$ cat src/nibble_bitmap_row_scaler_core_defines.svh
// assertion macros shared by the row scaler modules
`ifndef NIBBLE_BITMAP_ROW_SCALER_CORE_DEFINES_SVH
`define NIBBLE_BITMAP_ROW_SCALER_CORE_DEFINES_SVH

// same-cycle implication, checked on every rising clock edge outside reset
`define NBRS_ASSERT_NOW(label, ante, cons, msg) \
   label: assert property (@(posedge clock) disable iff (reset) (ante) |-> (cons)) \
      else $error(msg);

// next-cycle implication
`define NBRS_ASSERT_NEXT(label, ante, cons, msg) \
   label: assert property (@(posedge clock) disable iff (reset) (ante) |=> (cons)) \
      else $error(msg);

`endif

$ cat src/nbrs_pkg.sv
// shared types and constants for the nibble row scaler
`timescale 1ns / 1ps

package nbrs_pkg;

   localparam int MAX_ROW_BYTES_DEF = 256;

   // request actions
   localparam logic ACTION_WRITE = 1'b0;
   localparam logic ACTION_READ  = 1'b1;

   // configuration register indexes
   localparam int CSR_INDEX_W = 1;
   localparam logic [CSR_INDEX_W-1:0] REG_SOURCE_LENGTH = 1'b0;
   localparam logic [CSR_INDEX_W-1:0] REG_TARGET_LENGTH = 1'b1;

   // divider: the nibble offset is below 512, so nine quotient bits
   localparam int DIV_STEPS = 9;
   localparam int DIV_CNT_W = 4;

   typedef struct packed {
      logic write_byte;   // store request byte, advance write position
      logic begin_read;   // latch the scaled row index
      logic low_nibble;   // which nibble of the output byte is being computed
      logic mul;          // product of nibble index and source length
      logic div_init;     // load divider from product
      logic div_step;     // one restoring division step
      logic mem_read;     // read the source byte that holds the quotient nibble
      logic take_nibble;  // pick the nibble from the read byte
      logic finish;       // present result, update read position
   } nbrs_cmd_type;

endpackage

$ cat src/nibble_bitmap_row_scaler_core.sv
// top level of the nearest-neighbor 4-bit pixel row scaler
`timescale 1ns / 1ps

// Requests are taken when start is high and busy is low. A write request
// (action 0) stores one packed source byte in the same cycle and never raises
// busy, so writes go at one per clock. A read request (action 1) holds busy
// while each of the two output nibbles takes a multiply, a divider load, a
// nine-step restoring divide by target_length, one row memory read and a
// nibble select. The scaled byte and row_done appear in the first cycle with
// busy low again, marked by rsp_strobe for exactly one cycle; the receiver
// cannot stall, so it must take the result then. A new request may be issued
// in that same cycle. The row memory has no reset; write a full source row
// before reading. Length registers are to be written only while the block
// is idle; the user is bound by this, the block itself does not enforce it.
module nibble_bitmap_row_scaler_core #(
   parameter int MAX_ROW_BYTES = nbrs_pkg::MAX_ROW_BYTES_DEF
) (
   input  logic                             clock,
   input  logic                             reset,
   input  logic                             start,
   output logic                             busy,
   input  logic                             req_action,
   input  logic [7:0]                       req_source_byte,
   output logic                             rsp_strobe,
   output logic [7:0]                       rsp_scaled_byte,
   output logic                             rsp_row_done,
   input  logic                             csr_write_enable,
   input  logic [nbrs_pkg::CSR_INDEX_W-1:0] csr_index,
   input  logic [7:0]                       csr_write_data
);

   nbrs_pkg::nbrs_cmd_type cmd;

   nbrs_ctrl u_ctrl (
      .clock      (clock),
      .reset      (reset),
      .start      (start),
      .req_action (req_action),
      .busy       (busy),
      .cmd        (cmd)
   );

   nbrs_datapath #(
      .MAX_ROW_BYTES (MAX_ROW_BYTES)
   ) u_datapath (
      .clock            (clock),
      .reset            (reset),
      .cmd              (cmd),
      .req_source_byte  (req_source_byte),
      .csr_write_enable (csr_write_enable),
      .csr_index        (csr_index),
      .csr_write_data   (csr_write_data),
      .rsp_strobe       (rsp_strobe),
      .rsp_scaled_byte  (rsp_scaled_byte),
      .rsp_row_done     (rsp_row_done)
   );

endmodule

$ cat src/nbrs_ctrl.sv
// controller state machine sequencing writes and scaled reads
`timescale 1ns / 1ps
`include "nibble_bitmap_row_scaler_core_defines.svh"

module nbrs_ctrl (
   input  logic                 clock,
   input  logic                 reset,
   input  logic                 start,
   input  logic                 req_action,
   output logic                 busy,
   output nbrs_pkg::nbrs_cmd_type cmd
);

   localparam logic [2:0] ST_IDLE     = 3'd0;
   localparam logic [2:0] ST_MUL      = 3'd1;
   localparam logic [2:0] ST_DIV_INIT = 3'd2;
   localparam logic [2:0] ST_DIV      = 3'd3;
   localparam logic [2:0] ST_MEM      = 3'd4;
   localparam logic [2:0] ST_SEL      = 3'd5;

   localparam logic [nbrs_pkg::DIV_CNT_W-1:0] DIV_LAST =
      nbrs_pkg::DIV_CNT_W'(nbrs_pkg::DIV_STEPS - 1);

   logic [2:0]                     state_ff, state_in;
   logic [nbrs_pkg::DIV_CNT_W-1:0] cnt_ff, cnt_in;
   logic                           nib_ff, nib_in;
   logic                           accept;

   assign busy   = (state_ff != ST_IDLE);
   assign accept = start && !busy;

   always_comb begin
      state_in = state_ff;
      cnt_in   = cnt_ff;
      nib_in   = nib_ff;
      cmd      = '0;
      cmd.low_nibble = nib_ff;
      case (state_ff)
         ST_IDLE: begin
            if (accept) begin
               if (req_action == nbrs_pkg::ACTION_WRITE) begin
                  cmd.write_byte = 1'b1;
               end else begin
                  cmd.begin_read = 1'b1;
                  nib_in   = 1'b0;
                  state_in = ST_MUL;
               end
            end
         end
         ST_MUL: begin
            cmd.mul  = 1'b1;
            state_in = ST_DIV_INIT;
         end
         ST_DIV_INIT: begin
            cmd.div_init = 1'b1;
            cnt_in   = '0;
            state_in = ST_DIV;
         end
         ST_DIV: begin
            cmd.div_step = 1'b1;
            cnt_in = cnt_ff + 1'b1;
            if (cnt_ff == DIV_LAST) begin
               state_in = ST_MEM;
            end
         end
         ST_MEM: begin
            cmd.mem_read = 1'b1;
            state_in = ST_SEL;
         end
         ST_SEL: begin
            cmd.take_nibble = 1'b1;
            if (nib_ff) begin
               cmd.finish = 1'b1;
               state_in = ST_IDLE;
            end else begin
               nib_in   = 1'b1;
               state_in = ST_MUL;
            end
         end
         default: begin
            state_in = ST_IDLE;
         end
      endcase
   end

   always_ff @(posedge clock) begin
      if (reset) begin
         state_ff <= ST_IDLE;
         cnt_ff   <= '0;
         nib_ff   <= 1'b0;
      end else begin
         state_ff <= state_in;
         cnt_ff   <= cnt_in;
         nib_ff   <= nib_in;
      end
   end

   // a write request never leaves the idle state
   `NBRS_ASSERT_NEXT(a_write_stays_idle, accept && req_action == nbrs_pkg::ACTION_WRITE, !busy, "write request made the controller busy")
   // divider runs exactly its step count before the memory read
   `NBRS_ASSERT_NEXT(a_div_length, state_ff == ST_DIV && cnt_ff == DIV_LAST, state_ff == ST_MEM, "divider did not stop after last step")
   // the high nibble is always computed before the result is presented
   `NBRS_ASSERT_NOW(a_finish_low, cmd.finish, nib_ff && !accept, "result finished on the high nibble")

endmodule

$ cat src/nbrs_datapath.sv
// datapath: length registers, source row memory, multiplier, serial divider
`timescale 1ns / 1ps
`include "nibble_bitmap_row_scaler_core_defines.svh"

module nbrs_datapath #(
   parameter int MAX_ROW_BYTES = nbrs_pkg::MAX_ROW_BYTES_DEF
) (
   input  logic                                clock,
   input  logic                                reset,
   input  nbrs_pkg::nbrs_cmd_type              cmd,
   input  logic [7:0]                          req_source_byte,
   input  logic                                csr_write_enable,
   input  logic [nbrs_pkg::CSR_INDEX_W-1:0]    csr_index,
   input  logic [7:0]                          csr_write_data,
   output logic                                rsp_strobe,
   output logic [7:0]                          rsp_scaled_byte,
   output logic                                rsp_row_done
);

   localparam int AW = $clog2(MAX_ROW_BYTES);

   logic [7:0]  src_len_ff, src_len_in;
   logic [7:0]  tgt_len_ff, tgt_len_in;
   logic [7:0]  wp_ff, wp_in;
   logic [7:0]  rp_ff, rp_in;
   logic        strobe_ff, strobe_in;

   logic [7:0]  row_ff;
   logic [16:0] prod_ff;
   logic [7:0]  rem_ff;
   logic [8:0]  quo_ff;
   logic [7:0]  rdata_ff;
   logic [3:0]  hi_ff;
   logic [7:0]  scaled_ff;
   logic        done_ff;

   logic [7:0]  mem [MAX_ROW_BYTES];

   logic [7:0]  src_eff, tgt_eff;
   logic [8:0]  idx;
   logic [16:0] mul_res;
   logic [8:0]  trial, diff;
   logic        ge;
   logic [3:0]  nibble;
   logic        last;
   logic [AW-1:0] wr_addr, rd_addr;
   logic [AW-1:0] addr_tab [256];

   // write and read address folding onto the row memory depth
   for (genvar g = 0; g < 256; g++) begin : g_addr_tab
      assign addr_tab[g] = AW'(g % MAX_ROW_BYTES);
   end

   assign wr_addr = addr_tab[wp_ff];
   assign rd_addr = addr_tab[quo_ff[8:1]];

   assign src_eff = (src_len_ff == 8'd0) ? 8'd1 : src_len_ff;
   assign tgt_eff = (tgt_len_ff == 8'd0) ? 8'd1 : tgt_len_ff;

   // nibble index times source length
   assign idx     = {row_ff, cmd.low_nibble};
   assign mul_res = {8'd0, idx} * {9'd0, src_eff};

   // restoring division by the target length, quotient shifts into quo_ff
   assign trial = {rem_ff, quo_ff[8]};
   assign ge    = (trial >= {1'b0, tgt_eff});
   assign diff  = trial - {1'b0, tgt_eff};

   assign nibble = quo_ff[0] ? rdata_ff[3:0] : rdata_ff[7:4];
   assign last   = (({1'b0, row_ff} + 9'd1) >= {1'b0, tgt_eff});

   always_comb begin
      src_len_in = src_len_ff;
      tgt_len_in = tgt_len_ff;
      wp_in      = wp_ff;
      rp_in      = rp_ff;
      strobe_in  = cmd.finish;
      if (csr_write_enable) begin
         case (csr_index)
            nbrs_pkg::REG_SOURCE_LENGTH: src_len_in = csr_write_data;
            nbrs_pkg::REG_TARGET_LENGTH: tgt_len_in = csr_write_data;
            default: begin
            end
         endcase
      end
      if (cmd.write_byte) begin
         // finished load restarts both positions
         if (({1'b0, wp_ff} + 9'd1) >= {1'b0, src_eff}) begin
            wp_in = '0;
            rp_in = '0;
         end else begin
            wp_in = wp_ff + 8'd1;
         end
      end
      if (cmd.finish) begin
         rp_in = last ? 8'd0 : (row_ff + 8'd1);
      end
   end

   always_ff @(posedge clock) begin
      if (reset) begin
         src_len_ff <= 8'd1;
         tgt_len_ff <= 8'd1;
         wp_ff      <= '0;
         rp_ff      <= '0;
         strobe_ff  <= 1'b0;
      end else begin
         src_len_ff <= src_len_in;
         tgt_len_ff <= tgt_len_in;
         wp_ff      <= wp_in;
         rp_ff      <= rp_in;
         strobe_ff  <= strobe_in;
      end
   end

   always_ff @(posedge clock) begin
      if (cmd.begin_read) begin
         // a lowered target length restarts the row
         row_ff <= (rp_ff >= tgt_eff) ? 8'd0 : rp_ff;
      end
      if (cmd.mul) begin
         prod_ff <= mul_res;
      end
      if (cmd.div_init) begin
         rem_ff <= prod_ff[16:9];
         quo_ff <= prod_ff[8:0];
      end else if (cmd.div_step) begin
         rem_ff <= ge ? diff[7:0] : trial[7:0];
         quo_ff <= {quo_ff[7:0], ge};
      end
      if (cmd.take_nibble && !cmd.low_nibble) begin
         hi_ff <= nibble;
      end
      if (cmd.finish) begin
         scaled_ff <= {hi_ff, nibble};
         done_ff   <= last;
      end
   end

   always_ff @(posedge clock) begin
      if (cmd.write_byte) begin
         mem[wr_addr] <= req_source_byte;
      end
      if (cmd.mem_read) begin
         rdata_ff <= mem[rd_addr];
      end
   end

   assign rsp_strobe      = strobe_ff;
   assign rsp_scaled_byte = scaled_ff;
   assign rsp_row_done    = done_ff;

   // each result follows exactly one finish command
   `NBRS_ASSERT_NEXT(a_strobe_follows_finish, cmd.finish, rsp_strobe, "finish did not raise the result strobe")
   `NBRS_ASSERT_NEXT(a_no_double_strobe, rsp_strobe, !rsp_strobe, "result strobe held for two cycles")
   // a row end always rewinds the read position
   `NBRS_ASSERT_NEXT(a_row_done_rewinds, cmd.finish && last, rp_ff == 8'd0 && rsp_row_done, "row end did not rewind read position")

endmodule
$ cat config.mk
export PLATFORM = sky130hd
export DESIGN_NAME = nibble_bitmap_row_scaler_core
export DESIGN_NICKNAME = d
export VERILOG_FILES = /design/src/nbrs_pkg.sv /design/src/nibble_bitmap_row_scaler_core.sv /design/src/nbrs_ctrl.sv /design/src/nbrs_datapath.sv
export VERILOG_INCLUDE_DIRS = /design/src /design/src/src
export SDC_FILE = /design/constraint.sdc
export NUM_CORES = 2
export LEC_CHECK = 0
export BUFFER_PORTS_ARGS = -buffer_cell sky130_fd_sc_hd__buf_2
export CAP_MARGIN = 0
export CORE_MARGIN = 2
export CORE_UTILIZATION = 50
export DETAILED_ROUTE_END_ITERATION = 6
export PLACE_DENSITY = 0.74
export SYNTH_ARGS = -nofsm -noshare
export SYNTH_HDL_FRONTEND = slang
export SYNTH_SLANG_ARGS = --single-unit
$ cat constraint.sdc
create_clock -name clock -period 5.35 [get_ports clock]
set_clock_uncertainty 0.1 [all_clocks]
set_input_delay 0.2675 -clock clock [delete_from_list [all_inputs] [get_ports clock]]
set_output_delay 0.2675 -clock clock [all_outputs]
set_load 0.01 [all_outputs]
# ---- Word-level counts from Yosys, hierarchy flattened
# Memory sizes are Yosys's and may differ from the RTL's. A register that Yosys moved wholly into a read port is not among the register bits.
# Index checks and enable logic that the tools add are counted.
dict set report word_totals {
  memories 3
  mem_bits_rw 2048
  input_bits 22
  romBits 4096
  register_bits 96
  out_inout_bits 11
}
# name depth width read_ports rd_ports_with_merged_regs write_ports line_no
set memory_table {}
lappend memory_table {{(name not given)} 256 8 1 0 0 nbrs_datapath.sv:54} ;# assign wr_addr = addr_tab[wp_ff];
lappend memory_table {{(name not given)} 256 8 1 0 0 nbrs_datapath.sv:55} ;# assign rd_addr = addr_tab[quo_ff[8:1]];
lappend memory_table {u_datapath.mem 256 8 1 1 1 nbrs_datapath.sv:37} ;# logic [7:0] mem [MAX_ROW_BYTES];
dict set report op_classes {
  n_bitwise 3
  n_eq_ne 9
  mux 38
  addsub 6
  reduce_logical 18
  magnitude_cmp 6
  multipliers 1
}
# operator count
set op_table {}
lappend op_table {{two-way mux 8 bit} 14}
lappend op_table {{>= comparator 9 x 8 -> 1 bit} 3}
lappend op_table {{adder 8 x 1 -> 9 bit (second input constant)} 2}
lappend op_table {{>= comparator 9 bit (second input constant)} 2}
lappend op_table {{two-way mux 9 bit} 2}
lappend op_table {{inverter 8 -> 9 bit} 2}
lappend op_table {{case mux 3 bit (6 select lines)} 1}
lappend op_table {{multiplier 9 x 8 -> 17 bit} 1}
lappend op_table {{adder 8 x 1 -> 8 bit (second input constant)} 2}
lappend op_table {{zero test 8 bit} 2}
lappend op_table {{two-way mux 1 bit} 12}
lappend op_table {{nonzero test 2 bit} 5}
lappend op_table {{two-way mux 3 bit} 3}
lappend op_table {{>= comparator 8 bit} 1}
lappend op_table {{case mux 4 bit (2 select lines)} 1}
lappend op_table {{subtractor 8 bit} 1}
lappend op_table {{== test 3 x 2 -> 1 bit (second input constant)} 2}
lappend op_table {{== test 3 bit (second input constant)} 2}
lappend op_table {{two-way mux 2 bit} 3}
lappend op_table {{AND reduction 2 bit} 3}
lappend op_table {{AND reduction 3 bit} 2}
lappend op_table {{adder 4 x 1 -> 4 bit (second input constant)} 1}
lappend op_table {{== test 4 bit (second input constant)} 1}
lappend op_table {{two-way mux 4 bit} 1}
lappend op_table {{other kinds (9)} 12}

# ---- Depth between registers and ports, before layout
dict set report logic_depth {
  ltp_word 7
  ltp_mapped 18
}

# ---- Modules after synthesis
# A second synthesis with hierarchy kept.
dict set report hier_totals {
  cells_unflattened 4342
  area_unflattened_um2 86146.4
}
# mod cells_each area_per_inst_um2 instances
set modules_own_cells {}
lappend modules_own_cells {nbrs_datapath 4283 85665.9 1}
lappend modules_own_cells {nbrs_ctrl 59 480.5 1}

# ---- Worst setup path before layout
# OpenSTA, ideal clock, no wires.
dict set report synth_timing {
  path_kind {register -> register}
  startpoint {reg u_datapath.row_ff[4]}
  endpoint {reg u_datapath.prod_ff[13] (data pin)}
  path_buffers 1
  arrival_ps 3999
  slack_ps 993
  path_stages_with_launch 18
  period_less_slack_ps 4357
  cell_sequence {edfxtp_1 clkbuf_1 nand2_1 fa_1 fa_1 inv_1 fa_1 inv_1 fa_1 inv_1 ha_1 o21a_1 o31a_1 o211ai_1 nand2_1 a41oi_1 nor2b_1 xnor2_1}
}
dict set report synth_via {
  elab_chain_len 1
}
# element line_no
set synth_lines {}
lappend synth_lines {{start: declaration} nbrs_datapath.sv:28} ;# logic [7:0] row_ff;
lappend synth_lines {{start signal: assignment} nbrs_datapath.sv:119} ;# row_ff <= (rp_ff >= tgt_eff) ? 8'd0 : rp_ff;
lappend synth_lines {{multiplier 9 x 8 -> 17 bit} nbrs_datapath.sv:62} ;# assign mul_res = {8'd0, idx} * {9'd0, src_eff};
lappend synth_lines {{net u_datapath.mul_res[13]} nbrs_datapath.sv:41} ;# logic [16:0] mul_res;
lappend synth_lines {{end signal: assignment} nbrs_datapath.sv:122} ;# prod_ff <= mul_res;
lappend synth_lines {{end: declaration} nbrs_datapath.sv:29} ;# logic [16:0] prod_ff;
# The timed path passes the listed nets, and every way through them passes these cells.
# A chain may end at the register's enable or synchronous reset.

# ---- Worst setup path in the final report
dict set report layout_timing {
  startpoint {reg u_datapath.row_ff[2]}
  endpoint {reg u_datapath.prod_ff[16] (data pin)}
}
# The elaborated chain is that of the path after synthesis.

==> impl_metrics.csv <==
group,metric,value,unit
critical_path,arrival,5.18,ns
route,drtIter0Drc,5868,
min_path,min-delay-start,"req_source_byte[7]",
route,firstDrtPassIters,6,
yosys,yosysTopAreaCellShare,73.59,%
yosys,synth_fp_nets,4537,
clock_network,clock_sinks,2152,
grt,grt_pass1_vias,43564,
critical_path,startpoint,"u_datapath.row_ff[2]",
yosys,synth_cell_types,65,
route,vias_per_cell,6.254,
sta,finalWorstSetupSlack,0.5997,ns
place,gp_congestion,0.8832,
critical_path,r2r-start,"u_datapath.row_ff[2]",
die,die_w,419.1,um
critical_path,cp-end-kind,"flop",
place,place.port_buffers,32,
clock_network,cts.clk_slew.worst_paths,0.06,ns
yosys,synth-edff-count,2111,
route,ant_nets,0,
route,routed_wl,200.0,mm
critical_path,crit_type,"flop to flop",
sta,setup_viol,0,
clock_network,cts_buffers,202,
flow_run,maxCapViolCount,0,
yosys,synth.top_cells.by_area,"edfxtp_1 74%, mux4_2 13%, nor2_1 1.5%",
clock_network,ctsResizeCount,0,
place,hpwl,120.4,mm
yosys,synthFlopType,"edfxtp_1",
grt,grt_start_max_net_pins,217,
clock_network,insertion_delay,0.83,ns
grt,gr-total-overflow,0,
route,vias,43811,
die,rows,152,
critical_path,cp_max_fo,12,
route,drc,0,
final_layout,postLayoutCoreUtil,55.98,%
place,placed_area,88960,sq um
grt,grt_pass1_wl,293.5,mm
sta,finalCritPeriodShare,88.79,%
sta,setup_tns,0,ns
grt,grt_usage,22.86,%
min_path,hold_class,"input pin to flop",
power,powerDensity,370.1,nW/um^2
die,dieArea,175600,sq um
sta,grt_setup_unrepaired,"false",
yosys,synth-seq-area-share,74.55,%
critical_path,crit_path_start_kind,"flop",
grt,antenna_found_initial,6,
critical_path,cp.required,5.78,ns
final_layout,syn2layout_area_growth,11.36,%
sta,holdWs,0.1603,ns
die,start_util,50.27,%
sta,worst_pin_slew,1.260,ns
power,vdd_ir_drop_max,0.2681,mV
yosys,syn_inst,4396,
yosys,async_reset_ff_share,0,%
die,die_h,419.1,um
clock_network,cts_htree_levels,4,
power,power_leakage,30.29,nW
final_layout,num-fill-cells,12377,
sta,clock.fmax,210.5,MHz
yosys,synth_area_leader_cell,"edfxtp_1",
final_layout,final_layout_size_suffix_gt1_share,20.27,%
yosys,yosys_warnings,0,
sta,report.final.slew_viol_count,0,
clock_network,cts_buffer_depth,3,
final_layout,fin_area,95930,sq um
run_status,outcome,"complete, no violations",
route,routedWlPerCell,28.55,um
place,pre_cts_ws,0.6735,ns
yosys,syn_area_per_cell,19.59,sq um
sta,final_hold_viol_count,0,
final_layout,final_nets,4661,
yosys,synth.cell_area,86140,sq um
yosys,ys_seq_elements,2152,
clock_network,cts_tree,"built",
die,coreArea,171400,sq um
die,io_pins,33,
sta,slew_headroom,16.01,%
clock_network,cts_root_buf,"clkbuf_16",
sta,fin_crit,4.750,ns
## synthesized netlist by cell type (43+ instances only)
library cell / count
mux4_2: 483
a21oi_1: 90
nand3_1: 49
mux2i_1: 60
a22oi_1: 96
ha_1: 76
inv_1: 96
edfxtp_1: 2111
fa_1: 43
clkbuf_1: 120
and2_1: 52
o22ai_1: 97
buf_2: 64
nand2_1: 139
nor2_1: 339
## registers in the layout, indices dropped and copies added (netlist names)
signal and count:
u_datapath.tgt_len_ff 8, u_ctrl.state_ff 3, u_datapath.mem 2048, u_datapath.hi_ff 4, u_datapath.rsp_scaled_byte 8, u_datapath.row_ff 8
u_datapath.rp_ff 8, u_datapath.rem_ff 8, u_datapath.quo_ff 9, u_datapath.src_len_ff 8, u_datapath.rsp_strobe 1, u_datapath.wp_ff 8
u_ctrl.cnt_ff 4, u_datapath.prod_ff 17, u_datapath.rdata_ff 8, u_datapath.rsp_row_done 1, u_ctrl.nib_ff 1
## metal layers
metal,up-vias,part of all wire [%],track usage (%)
li1,18095,-,-
met1,22880,39,31.85
met2,2406,48,35.87
met3,426,9.7,4.864
met4,4,3.8,8.413
met5,-,0.013,0
## through the flow
step / std cells / total power, W
2_1_floorplan: 4396 / 0.02064
6_report: 7005 / 0.03550
3_3_place_gp: 6588 / 0.02155
5_1_grt: 7002 / 0.03643
4_1_cts: 7002 / 0.03564
3_5_place_dp: 6588 / 0.02159
## cells in the final DEF, fill, tap and decap left out, types with 16 or more instances in the layout
master | synthesis | routed
a22oi_1 | 96 | 96
nand3_1 | 49 | 45
nor3_1 | 26 | 26
nand2_1 | 139 | 139
and2_1 | 52 | 52
buf_12 | 4 | 19
fa_1 | 43 | 43
clkbuf_1 | 120 | 54
clkinv_1 | 0 | 39
o22ai_1 | 97 | 97
mux2i_1 | 60 | 60
clkinv_2 | 0 | 30
buf_2 | 64 | 24
nor2b_1 | 28 | 26
nor2_1 | 339 | 336
edfxtp_1 | 2111 | 2111
buf_4 | 41 | 87
clkbuf_16 | 0 | 205
inv_1 | 96 | 96
o21ai_0 | 35 | 35
dfxtp_1 | 41 | 41
a31oi_1 | 20 | 20
dlygate4sd3_1 | 0 | 38
mux2_2 | 25 | 25
mux4_2 | 483 | 483
bufinv_16 | 0 | 16
xnor2_1 | 22 | 22
a211oi_1 | 26 | 26
ha_1 | 76 | 76
a21oi_1 | 90 | 90
## final timing paths
kind,endpoint,slack (ns),cells past startpoint
worst max-delay path,u_datapath.prod_ff[16],0.60,15
worst min-delay path,u_datapath.mem[76][7],0.16,1
worst max register to register,u_datapath.prod_ff[16],0.60,15
worst min register to register,u_datapath.rsp_scaled_byte[5],0.32,0
## critical path: stages, from the launching register on
cell	delay [ns]
edfxtp_1	0.57
and2_1	0.27
fa_1	0.43
inv_1	0.09
fa_1	0.43
fa_1	0.51
fa_1	0.50
inv_1	0.04
ha_1	0.32
o21ai_0	0.13
o21ai_0	0.27
nand3_1	0.16
a31oi_1	0.30
a21o_1	0.16
a21oi_1	0.07
xnor2_1	0.13
## power breakdown
| group | leakage, nW | internal, W | switching, W |
|---|---|---|---|
| registers | 19.3 | 0.0186 | 0.0000887 |
| clock network | 3.21 | 0.00798 | 0.00626 |
| logic | 7.77 | 0.00102 | 0.00157 |
| total | 30.3 | 0.0276 | 0.00792 |
## repair_timing
action	CTS	global route
endpoints found under the hold margin	656	0
buffers inserted	0	0
hold buffers	38	0
## final cells by class
type / instances / area (sq um) / share of cell area (%)
antenna: 3 / 7.507 / 0.007826
sequential: 2152 / 64210 / 66.94
clock buffer: 268 / 5456 / 5.688
multi-input combinational: 1892 / 20230 / 21.09
clock inverter: 108 / 1122 / 1.170
inverter: 96 / 360.3 / 0.3756
tap: 2310 / 2890 / 3.013
timing repair buffer: 176 / 1652 / 1.722
## cell families (layout without fill, tap and decap cells)
group	count (synthesis)	count (layout)	synth area share (%)
flip-flops	2152	2152	74.55
multiplexers	570	570	13.71
other	0	3	0
AO/OA/AOI/OAI	449	449	3.464
adder cells (fa/ha/maj)	119	119	2.103
AND/OR/NAND/NOR	719	719	3.782
buffers and inverters	352	648	2.035
XOR/XNOR	35	35	0.3559
(Power assumes the default switching activity.)
